**config.mk**
```make
export PLATFORM = sky130hd
export DESIGN_NAME = psd_front
export DESIGN_NICKNAME = d
export VERILOG_FILES = /design/src/psd_pkg.sv /design/src/psd_front.sv
export SDC_FILE = /design/constraint.sdc
export NUM_CORES = 1
export LEC_CHECK = 0
export BUFFER_PORTS_ARGS = -buffer_cell sky130_fd_sc_hd__buf_4
export CAP_MARGIN = 10
export CORE_AREA = 2 2 102 104
export DETAILED_ROUTE_END_ITERATION = 8
export DIE_AREA = 0 0 104 106
export GPL_ROUTABILITY_DRIVEN = 0
export SLEW_MARGIN = 20
export SYNTH_ARGS = -nofsm -noshare
export SYNTH_HDL_FRONTEND = slang
export SYNTH_SLANG_ARGS = --single-unit
```
**constraint.sdc**
```tcl
create_clock -name vclk -period 3.4
set_clock_uncertainty 0.15 [all_clocks]
set_input_delay 0.34 -clock vclk [all_inputs]
set_output_delay 0.34 -clock vclk [all_outputs]
set_load 0.02 [all_outputs]
```
**src/psd_pkg.sv**
```systemverilog
// shared types and constants of the port scan detector
`default_nettype none
package psd_pkg;

	localparam int TABLE_SLOTS = 64;
	localparam int PORT_BITS = 16;
	localparam int SLOT_W = (TABLE_SLOTS > 1) ? $clog2(TABLE_SLOTS) : 1;
	localparam int BM_WORDS = ((1 << PORT_BITS) + 63) / 64;
	localparam int BM_WW = (BM_WORDS > 1) ? $clog2(BM_WORDS) : 1;
	localparam int BM_DEPTH = TABLE_SLOTS * BM_WORDS;
	localparam int BM_AW = (BM_DEPTH > 1) ? $clog2(BM_DEPTH) : 1;
	localparam int EPOCH_W = 32;
	localparam int COUNT_W = 17;
	localparam int TIME_W = 63;
	localparam int SPAN_W = 42;
	localparam int NS_PER_US = 1000;

	localparam logic [1:0] REG_LAN = 2'd0;
	localparam logic [1:0] REG_WAN = 2'd1;
	localparam logic [1:0] REG_LIMIT = 2'd2;
	localparam logic [1:0] REG_EXPIRY = 2'd3;

	typedef enum logic {
		KIND_DONE = 1'b0,
		KIND_WAN  = 1'b1
	} kind_t;

	typedef struct packed {
		kind_t                 kind;
		logic [3:0]            out_port;
		logic                  dropped;
		logic [31:0]           src;
		logic [PORT_BITS-1:0]  port;
		logic [TIME_W-1:0]     now;
	} item_t;

	typedef struct packed {
		logic [3:0]  lan_port;
		logic [3:0]  wan_port;
		logic [15:0] port_limit;
	} cfg_t;

	typedef struct packed {
		logic [EPOCH_W-1:0] tag;
		logic [63:0]        bits;
	} bm_word_t;

	typedef struct packed {
		logic [EPOCH_W-1:0] epoch;
		logic [COUNT_W-1:0] count;
	} info_t;

endpackage
`default_nettype wire

```
**src/psd_front.sv**
```systemverilog
// front end: accepts packets and classifies them into queue items
`default_nettype none
module psd_front (
	input  wire logic                     s_tvalid,
	output logic                          s_tready,
	input  wire logic [3:0]               arrival_port,
	input  wire logic                     is_l4,
	input  wire logic [31:0]              source_address,
	input  wire logic [15:0]              dest_port,
	input  wire logic [62:0]              now_ns,
	input  wire psd_pkg::cfg_t            cfg,
	input  wire logic                     q_full,
	input  wire logic                     clear_done,
	output logic                          push,
	output psd_pkg::item_t                item
);

	assign s_tready = !q_full && clear_done;
	assign push = s_tvalid && s_tready;

	always_comb begin
		item.kind = psd_pkg::KIND_DONE;
		item.out_port = arrival_port;
		item.dropped = 1'b1;
		item.src = source_address;
		item.port = dest_port[psd_pkg::PORT_BITS-1:0];
		item.now = now_ns;
		if (!is_l4) begin
			item.dropped = 1'b1;
		end else if (arrival_port == cfg.lan_port) begin
			item.out_port = cfg.wan_port;
			item.dropped = 1'b0;
		end else if (arrival_port == cfg.wan_port) begin
			item.kind = psd_pkg::KIND_WAN;
		end
	end

endmodule
`default_nettype wire

```
==> flow_summary.json <==
{
  "status": "complete, no violations",
  "drv_cap": 0,
  "wl_met2_microns": 890,
  "preCtsSetupSlack_ns": 1.019,
  "start_kind": "input pin",
  "min_path_type": "input pin to primary output",
  "final_antenna_net_count": 0,
  "crit_path_end_kind": "primary output",
  "synth_warnings": 0,
  "yosysTopAreaCellShare_pct": 74.83,
  "vias": 554,
  "synthTopCellsByArea": "buf_4 (75%), o41ai_1 (4.7%), xor2_1 (3.1%)",
  "hpwl_mm": 1.982,
  "die_y_microns": 106,
  "slowest_delay_ns": 0.53,
  "cp-startpoint": "cfg[21]",
  "wl_met1_microns": 773,
  "portBuffers": 24,
  "drc_errors": 0,
  "worstMarginPinSlew_ns": 0.6276,
  "dr_wl_met3_microns": 360,
  "grt_pass1_vias": 551,
  "rsz0062_at_grt": "false",
  "vdd_drop_max_uv": 37.28,
  "setup_viol": 0,
  "yosysSeqAreaShare_pct": 0,
  "clkbuf_count": 0,
  "synthDistinctLibCells": 17,
  "die_area_sq_um": 11020,
  "post-cts-setup-buffers": 0,
  "syn_inst": 152,
  "pwr-share-clk_pct": 0,
  "diodes": 0,
  "grt_pass1_wl_mm": 3.208,
  "viasPerCell": 2.756,
  "syn_nets": 295,
  "cts_hold_buf": 0,
  "regArea_sq_um": 0,
  "swShare_pct": 55.90,
  "drive_above_1_share_pct": 38.46,
  "p_int_uw": 30.94,
  "max_freq_mhz": 432.6,
  "critPathArrivalTime_ns": 1.82,
  "ios": 262,
  "finalHoldViolCount": 0,
  "areaGrowthSynthToFinish_pct": -43.37,
  "netlist_area_sq_um": 1114,
  "cp.required_ns": 2.91,
  "p_comb_share_pct": 100.0,
  "highest_layer": "met4",
  "worstSetupPathType": "input pin to primary output",
  "setup_tns_ns": 0,
  "utilization_pct": 6.306,
  "hp-start": "now_ns[11]",
  "n_fill_cell": 1215,
  "fin_nets": 210,
  "maxSlewViolCount": 0,
  "cp_max_fo": 8,
  "ctsResizeCount": 0,
  "finalWorstSetupSlack_ns": 1.088,
  "avgSynthCellArea_sq_um": 7.326,
  "dr.first_iter.drc_count": 10,
  "cp_common_cell": "buf_4",
  "multi_input_area_sq_um": 250.2,
  "drt-total-wl_mm": 2.335,
  "synth.most_common_cell": "buf_4",
  "seqPwrFrac_pct": 0,
  "antenna_found_initial": 0,
  "core_area_sq_um": 10000,
  "die_x_microns": 104,
  "relSlewSlack_pct": 58.02,
  "yosys.area.top_type": "buf_4",
  "drtPass1Iterations": 4,
  "seq_cell_count": 0,
  "grtUsageTotal_pct": 3.678,
  "initial_core_util_pct": 11.14,
  "overflow": 0,
  "min_period_over_period_pct": 67.99,
  "synthTopCellsByCount": "buf_4 (111), inv_1 (8), o41ai_1 (6)",
  "crit_chain": "buf_4, xor2_1, or4_1, o311ai_1, buf_4",
  "fin_crit_ns": 2.312,
  "wl_per_cell_microns": 11.62,
  "p_leak_nw": 0.2164,
  "power.density_nw_per_um2": 111.3,
  "num_rows": 37,
  "p_switching_uw": 39.22,
  "grt_max_degree": 10,
  "slowest_stage": "or4_1"
}
[per-stage QoR]
| stage | cells | cell area (sq um) | power, mW | hold WS, ns |
|---|---|---|---|---|
| after floorplan | 152 | 1114 | 0.2237 | 0.6126 |
| after global placement | 201 | 630.6 | 0.06935 | 0.5301 |
| after detailed placement | 201 | 630.6 | 0.07106 | 0.5301 |
| after CTS | 201 | 630.6 | 0.07123 | 0.5301 |
| after global routing | 201 | 630.6 | 0.07730 | 0.5300 |
| final | 201 | 630.6 | 0.07017 | 0.5300 |
[cell type report]
cell class | instances | share of cell area (%)
multi-input combinational | 33 | 39.68
tap | 136 | 26.98
inverter | 8 | 4.762
timing repair buffer | 24 | 28.57
[kinds of logic (layout without fill, tap and decap cells)]
group           after synthesis  in the layout  share of synthesized area, %
simple gates                 12             12                         6.967
xor+xnor                      7              7                         5.506
compound gates               14             14                         10.00
buf+inv                     119             32                         77.53
[layout by cell type (no fill, tap or decap), drive strengths merged]
master / netlist / final
buf: 111 / 24
inv: 8 / 8
o41ai: 6 / 6
xor2: 4 / 4
or4: 4 / 4
o21ai: 4 / 4
xnor2: 3 / 3
o311ai: 3 / 3
and2: 2 / 2
nand3b: 1 / 1
nand3: 1 / 1
nor2b: 1 / 1
nor2: 1 / 1
nand4: 1 / 1
a21oi: 1 / 1
or2: 1 / 1
[power by group through the flow]
stage                     clock network (mW)  registers, mW  logic, mW
after global routing                       0              0     0.0773
final                                      0              0     0.0702
after detailed placement                   0              0     0.0711
after global placement                     0              0     0.0694
after CTS                                  0              0     0.0712
after floorplan                            0              0      0.224
[critical path, delay by kind of cell]
| kind | cells | cell delay, ns |
|---|---|---|
| AOI/OAI and AO/OA | 1 | 0.36 |
| xor gates and xnor gates | 1 | 0.25 |
| buffers and inverters | 2 | 0.34 |
| and+or+nand+nor | 1 | 0.53 |
[path summary, 6_finish.rpt]
kind                         to  slack [ns]  cells after the start
worst max-delay path  item[112]        1.09                      5
worst min-delay path   item[11]        0.53                      0
[layer usage]
metal  global-route usage [%]  vias to the layer above
met5                        0                        -
met4                    5.019                        0
met3                    1.839                       54
met2                    4.840                       67
met1                    3.645                      222
li1                         -                      211
No activity file was read; power rests on OpenSTA's default activity.
