<file path="config.mk">
export PLATFORM = sky130hd
export DESIGN_NAME = psd_fifo
export DESIGN_NICKNAME = d
export VERILOG_FILES = /design/src/psd_pkg.sv /design/src/psd_fifo.sv
export SDC_FILE = /design/constraint.sdc
export NUM_CORES = 1
export LEC_CHECK = 0
export ABC_AREA = 1
export BUFFER_PORTS_ARGS = -buffer_cell sky130_fd_sc_hd__buf_4
export CORE_ASPECT_RATIO = 1.1
export CORE_MARGIN = 10
export CORE_UTILIZATION = 54
export CTS_BUF_LIST = sky130_fd_sc_hd__clkbuf_8
export CTS_CLUSTER_SIZE = 40
export DETAILED_ROUTE_END_ITERATION = 12
export PLACE_DENSITY = 0.82
export SLEW_MARGIN = 30
export SYNTH_ARGS = -nofsm -noshare
export SYNTH_HDL_FRONTEND = slang
export SYNTH_SLANG_ARGS = --single-unit
</file>
<file path="constraint.sdc">
create_clock -name clk -period 7.6 [get_ports clk]
set_clock_uncertainty 0.1 [all_clocks]
set_input_delay 1.52 -clock clk [delete_from_list [all_inputs] [get_ports clk]]
set_output_delay 1.52 -clock clk [all_outputs]
set_load 0.01 [all_outputs]
</file>
<file path="src/psd_pkg.sv">
// shared types and constants of the port scan detector
`default_nettype none
package psd_pkg;

	localparam int TABLE_SLOTS = 64;
	localparam int PORT_BITS = 16;
	localparam int SLOT_W = (TABLE_SLOTS > 1) ? $clog2(TABLE_SLOTS) : 1;
	localparam int BM_WORDS = ((1 << PORT_BITS) + 63) / 64;
	localparam int BM_WW = (BM_WORDS > 1) ? $clog2(BM_WORDS) : 1;
	localparam int BM_DEPTH = TABLE_SLOTS * BM_WORDS;
	localparam int BM_AW = (BM_DEPTH > 1) ? $clog2(BM_DEPTH) : 1;
	localparam int EPOCH_W = 32;
	localparam int COUNT_W = 17;
	localparam int TIME_W = 63;
	localparam int SPAN_W = 42;
	localparam int NS_PER_US = 1000;

	localparam logic [1:0] REG_LAN = 2'd0;
	localparam logic [1:0] REG_WAN = 2'd1;
	localparam logic [1:0] REG_LIMIT = 2'd2;
	localparam logic [1:0] REG_EXPIRY = 2'd3;

	typedef enum logic {
		KIND_DONE = 1'b0,
		KIND_WAN  = 1'b1
	} kind_t;

	typedef struct packed {
		kind_t                 kind;
		logic [3:0]            out_port;
		logic                  dropped;
		logic [31:0]           src;
		logic [PORT_BITS-1:0]  port;
		logic [TIME_W-1:0]     now;
	} item_t;

	typedef struct packed {
		logic [3:0]  lan_port;
		logic [3:0]  wan_port;
		logic [15:0] port_limit;
	} cfg_t;

	typedef struct packed {
		logic [EPOCH_W-1:0] tag;
		logic [63:0]        bits;
	} bm_word_t;

	typedef struct packed {
		logic [EPOCH_W-1:0] epoch;
		logic [COUNT_W-1:0] count;
	} info_t;

endpackage
`default_nettype wire

</file>
<file path="src/psd_fifo.sv">
// two-entry queue between front and back
`default_nettype none
module psd_fifo (
	input  wire logic             clk,
	input  wire logic             arst_n,
	input  wire logic             push,
	input  wire psd_pkg::item_t   push_item,
	input  wire logic             pop,
	output psd_pkg::item_t        head,
	output logic                  empty,
	output logic                  full
);

	psd_pkg::item_t entry_q [2];
	logic       wr_q;
	logic       rd_q;
	logic [1:0] cnt_q;

	assign head = entry_q[rd_q];
	assign empty = (cnt_q == 2'd0);
	assign full = (cnt_q == 2'd2);

	always_ff @(posedge clk) begin
		if (push) begin
			entry_q[wr_q] <= push_item;
		end
	end

	always_ff @(posedge clk or negedge arst_n) begin
		if (!arst_n) begin
			wr_q <= 1'b0;
			rd_q <= 1'b0;
			cnt_q <= 2'd0;
		end else begin
			if (push) begin
				wr_q <= !wr_q;
			end
			if (pop) begin
				rd_q <= !rd_q;
			end
			cnt_q <= cnt_q + {1'b0, push} - {1'b0, pop};
		end
	end

endmodule
`default_nettype wire

</file>
==> flow_summary.yaml, run 1 <==
status:
  status: "completed"
drt:
  vias: 5488
  final_antenna_net_count: 0
  first_pass_iters: 5
  avgViaCountPerCell: 4.913
  wire_per_inst_um: 16.83
  wl_um: 18800
  dr.first_iter.drc_count: 287
  drcViolationCount: 0
synth:
  synth.area.mux_share: 0
  synth_top_family_by_area: "buffers and inverters"
  synth_top_area_cell: "edfxtp_1"
  ys_top_cells_by_area: "edfxtp_1 78%, inv_1 5.2%, nand2_1 5.1%, o21ai_0 4.7%, o21ai_2 2.1%"
  ys_warn_count: 0
  ys_seq_area_frac: 0.7913
  synth.distinct_cells: 15
  synth_nets: 759
  synthSimpleGateAreaFrac: 0.05307
  synth.avg_cell_area_um2: 14.16
  postSynthCellCount: 636
  synth_compound_area_frac: 0.07419
  yosysTopAreaCellShare: 0.7802
  synth_xor_area_frac: 0.001945
  synth_fa_ha_area_frac: 0.002779
  ys_ff_latch: 238
  syn-cell-area_mm2: 0.009006
clock_tree:
  htree_levels: 2
  cts_tree: "yes"
  clkLatencyLatePin_ns: 0.49
  clk_path_buf_depth: 3
  cts_setup_buffers: 0
  cts.repair.resized: 0
  clock_sinks: 238
  ctsHoldBuffers: 0
  cts_buffers: 37
  clk_pin_slew_ns: 0.06
  clock_tree.root_cell: "clkbuf_8"
timing:
  setup_tns_ns: 0
  max_freq_ghz: 0.2516
  period_minus_slack_ns: 3.975
  worstMarginPinSlew_ns: 0.8122
  relSlewSlack: 0.4585
  hold_viol: 0
  slew_viol_final: 0
  finalSetupViolations: 0
  grt_setup_unrepaired: "false"
  min_period_over_period: 0.5230
placed_design:
  post_dp_cell_area_mm2: 0.01091
  io_buffers: 239
  routabilityCongestion: 0.7670
  detailedPlacementHpwl_um: 13150
finish:
  drive_above_1_share: 0.3406
  final_area_mm2: 0.01151
  n_antenna_cell: 0
  final_nets: 1016
  area_growth_syn_to_layout_pct: 27.80
  layout.cells.most_common: "buf_4"
  fillCellCount: 1089
  layout_common_cells: "242 x buf_4, 234 x edfxtp_1, 134 x inv_1"
min_path:
  whs_path_depth: 1
  hp-start: "wr_q$_DFFE_PN0P_"
  hp-class: "register to register"
  hold_end: "wr_q$_DFFE_PN0P_"
floorplanning:
  die_h_um: 155.4
  start_util: 0.5502
  io_pins: 240
  num_rows: 49
  coreArea_mm2: 0.01637
  fp.dieW_um: 143.1
  dieArea_mm2: 0.02225
setup_path:
  path_delay_family: "flip-flops"
  r2r_setup_slack_ns: 4.89
  cp-start-kind: "register"
  end_kind: "output pin"
  required_ns: 5.98
  crit_chain: "buf_12, o21ai_0, buf_4"
  reg2reg_depth: 3
  cp.buffers_inverters: 2
  reg2reg_to: "entry_q[0][81]$_DFFE_PP_"
  cpPeakStageDelay_ns: 0.85
  r2r-start: "wr_q$_DFFE_PN0P_"
  slowest_stage: "dfrtp_4"
  path_max_fanout: 107
  criticalPathCategory: "register to output pin"
  critPathArrivalTime_ns: 2.36
grt:
  grt_pass1_vias: 5688
  grt_use_total: 0.1638
  grt_pass1_wl_um: 28590
  grt_overflow: 0
  grt_max_degree: 108
  antenna_found_initial: 0
power:
  pwr-share-comb: 0.338
  power_frac_clock: 0.215
  p_sw_frac: 0.3279
  p_int_mw: 2.786
  peakVddDrop_v: 0.0002509
  seqPwrFrac: 0.447
  leakagePower_nw: 4.931
  power-per-cell-area_mw_per_mm2: 360.1
  power_switching_mw: 1.359
job:
  max_cap_violations: 0
-- power groups by stage --
stage	Clock (mW)	Combinational, mW	Sequential (mW)
final	0.892	1.40	1.85
after detailed placement	0	1.42	1.88
after floorplan	0	0.798	1.85
after global placement	0	1.35	1.90
after global routing	0.980	1.54	1.88
after CTS	0.915	1.43	1.85
-- cell usage after synthesis (all sizes together) --
| cell type | instances |
|---|---|
| buf | 18 |
| clkbuf | 8 |
| dfrtp | 4 |
| edfxtp | 234 |
| ha | 2 |
| inv | 124 |
| nand2 | 123 |
| nand3 | 1 |
| nor2 | 3 |
| o21ai | 117 |
| xor2 | 2 |
-- cell families after synthesis --
group | after synthesis
adders and majority gates | 2
xor gates and xnor gates | 2
DFF | 238
AOI/OAI and AO/OA | 117
and+or+nand+nor | 127
buffers and inverters | 150
-- sequential cells by signal (all words and copies together), names as in the netlist --
signal and count:
entry_q 234, cnt_q 2, rd_q 1, wr_q 1
-- worst max-delay path by stage --
stage | startpoint | cells past startpoint | to
floorplan | push | 2 | entry_q[0][0]$_DFFE_PP_
global placement | push | 5 | entry_q[0][82]$_DFFE_PP_
detailed placement | push | 5 | entry_q[0][79]$_DFFE_PP_
global route | rd_q$_DFFE_PN0P_ | 4 | head[44]
CTS | rd_q$_DFFE_PN0P_ | 4 | head[35]
finish | rd_q$_DFFE_PN0P_ | 3 | head[35]
-- area by class of cell --
class / instances / area, um2 / area share
Sequential cell: 238 / 7131 / 0.6195
Inverter: 124 / 467.9 / 0.04066
Clock inverter: 22 / 93.84 / 0.008153
Clock buffer: 37 / 509.2 / 0.04424
Tap cell: 204 / 255.2 / 0.02218
Timing Repair Buffer: 244 / 1857 / 0.1613
Multi-Input combinational cell: 248 / 1196 / 0.1039
-- routing by layer --
metal  global-route usage  routed length (um)
met1               0.1794                6933
met4              0.07227                 581
met5                    0                   0
met2               0.2728                9348
met3              0.06821                1937
-- metrics by stage --
step	total power, mW	worst slack (ns)	instances	hold WS, ns	utilization
finish	4.145	3.625	1117	0.4581	0.7031
global route	4.393	3.532	1117	0.4758	0.7031
CTS	4.200	3.630	1117	0.4583	0.7031
detailed placement	3.305	3.620	1058	0.4450	0.6663
global placement	3.252	3.629	1057	0.4424	0.6651
floorplan	2.649	0.4475	636	0.3634	-
No activity file was read; power rests on OpenSTA's default activity.
==> run 2: changes to the inputs <==
CORE_UTILIZATION = 49   (was 54)
PLACE_DENSITY = 0.78   (was 0.82)
clock period = 3.3 ns   (was 7.6 ns; I/O delays follow)
==> run 2 against run 1 <==
Sequential power increased by 120%. Power increased by 130%. Sequential cell count unchanged. Combinational power increased by 140%. Critical path type unchanged.
==> flow_summary.yaml, run 2 (synthesis gave the netlist of run 1 again) <==
status:
  status: "completed"
clock_tree:
  cts_buffers: 37
  cts_tree: "yes"
  htree_levels: 2
  clk_path_buf_depth: 3
  clock_tree.root_cell: "clkbuf_8"
  clkLatencyLatePin_ns: 0.50
  cts_setup_buffers: 0
  clock_sinks: 238
  cts.repair.resized: 0
  clk_pin_slew_ns: 0.07
finish:
  largestRegisters: "entry_q (234), cnt_q (2)"
  drive_above_1_share: 0.3373
  area_growth_syn_to_layout_pct: 29.13
  regMostFlops: "entry_q"
  n_antenna_cell: 0
  ff_latch_area_mm2: 0.007131
  largest_reg_flops: 234
  layout.cells.most_common: "buf_4"
  final_nets: 1017
  layout_common_cells: "240 x buf_4, 234 x edfxtp_1, 136 x inv_1"
  final_cells: 1157
  final_core_util: 0.6509
  multiInputGateArea_mm2: 0.001196
  fillCellCount: 1340
power:
  peakVddDrop_v: 0.0005636
  power-per-cell-area_mw_per_mm2: 827.3
  leakagePower_nw: 4.962
setup_path:
  slowest_stage: "dfrtp_4"
  critPathArrivalTime_ns: 1.79
  criticalPathCategory: "register to output pin"
  cpPeakStageDelay_ns: 0.51
  path_max_fanout: 103
  crit_chain: "buf_12, o21ai_0, buf_4"
  end_kind: "output pin"
  cp-start-kind: "register"
  required_ns: 2.54
grt:
  grt_pass1_vias: 5474
  grt_max_degree: 118
  grt_overflow: 0
  antenna_found_initial: 1
  grt_use_total: 0.1492
  grt_pass1_wl_um: 28480
drt:
  wire_per_inst_um: 16.22
  dr.first_iter.drc_count: 330
  vias: 5422
  drcViolationCount: 0
  first_pass_iters: 4
  dr_wl_met3_um: 2232
  final_antenna_net_count: 0
  met1Wirelength_um: 6711
  highest_layer: "met5"
  wl_met2_um: 9414
  wl_um: 18760
  avgViaCountPerCell: 4.686
min_path:
  hp-class: "input port to register"
timing:
  holdWs_ns: 0.2304
  relSlewSlack: 0.4804
  min_period_over_period: 0.7716
  worstMarginPinSlew_ns: 0.7793
  setup_tns_ns: 0
  finalSetupViolations: 0
  slew_viol_final: 0
  max_freq_ghz: 0.3927
  grt_setup_unrepaired: "false"
  post-route-worst-setup-slack_ns: 0.7538
  hold_viol: 0
  period_minus_slack_ns: 2.546
floorplanning:
  coreArea_mm2: 0.01787
  die_h_um: 162.2
  io_pins: 240
  fp.dieW_um: 149.3
  start_util: 0.5041
  dieArea_mm2: 0.02421
  num_rows: 51
placed_design:
  detailedPlacementHpwl_um: 12770
  place_ws_ns: 1.254
  routabilityCongestion: 0.7624
  io_buffers: 239
  post-place-cells: 1092
job:
  max_cap_violations: 0
## run 2: changes by cell type in the layout (fill, tap and decap cells not counted), sizes merged
cell / previous run / this run
clkbuf: 37 / 40
clkinv: 9 / 10
dlygate4sd3: 0 / 1
inv: 135 / 136
## run 2: cell type report
cell class,count,share of cell area
clock inverter,24,0.008069
tap,238,0.02561
timing repair buffer,245,0.1627
inverter,124,0.04034
multi-input combinational,248,0.1029
sequential,238,0.6131
clock buffer,40,0.04734
## run 2: path summary, 6_finish.rpt
check	from	endpoint	slack, ns	cells past startpoint
worst max-delay path	rd_q$_DFFE_PN0P_	head[57]	0.75	3
worst min-delay path	push_item[4]	entry_q[1][4]$_DFFE_PP_	0.23	1
worst max register to register	wr_q$_DFFE_PN0P_	entry_q[1][30]$_DFFE_PP_	1.57	3
worst min register to register	wr_q$_DFFE_PN0P_	wr_q$_DFFE_PN0P_	0.45	1
max in group asynchronous	arst_n	rd_q$_DFFE_PN0P_	2.59	2
min in group asynchronous	arst_n	rd_q$_DFFE_PN0P_	0.39	2
## run 2: layer usage
layer / track usage / up-vias
met3: 0.08088 / 31
met5: 0 / -
met4: 0.04955 / 2
met1: 0.1528 / 2525
met2: 0.2539 / 201
li1: - / 2663
## run 2: timing repair
item,4_1_cts,5_1_grt
endpoints found under the setup margin,0,0
hold buffers,1,0
endpoints found under the hold margin,4,0
## run 2: report_power, final
group	total (mW)	switching [mW]	leakage [nW]	internal, mW
combinational	3.34	1.95	2.35	1.39
sequential	4.16	0.142	2.24	4.02
clock	2.12	1.01	0.373	1.11
## run 2: worst max-delay path: cells and delay by family (launching register included)
kind / cells / cell delay (ns)
buf+inv: 2 / 0.39
compound gates: 1 / 0.32
flops: 1 / 0.51
## run 2: stage by stage
step	power, mW	cell area (um2)
after floorplan	6.052	9017
after global placement	7.553	10980
after detailed placement	7.636	10980
after CTS	9.782	11630
after global routing	10.25	11630
final	9.621	11630
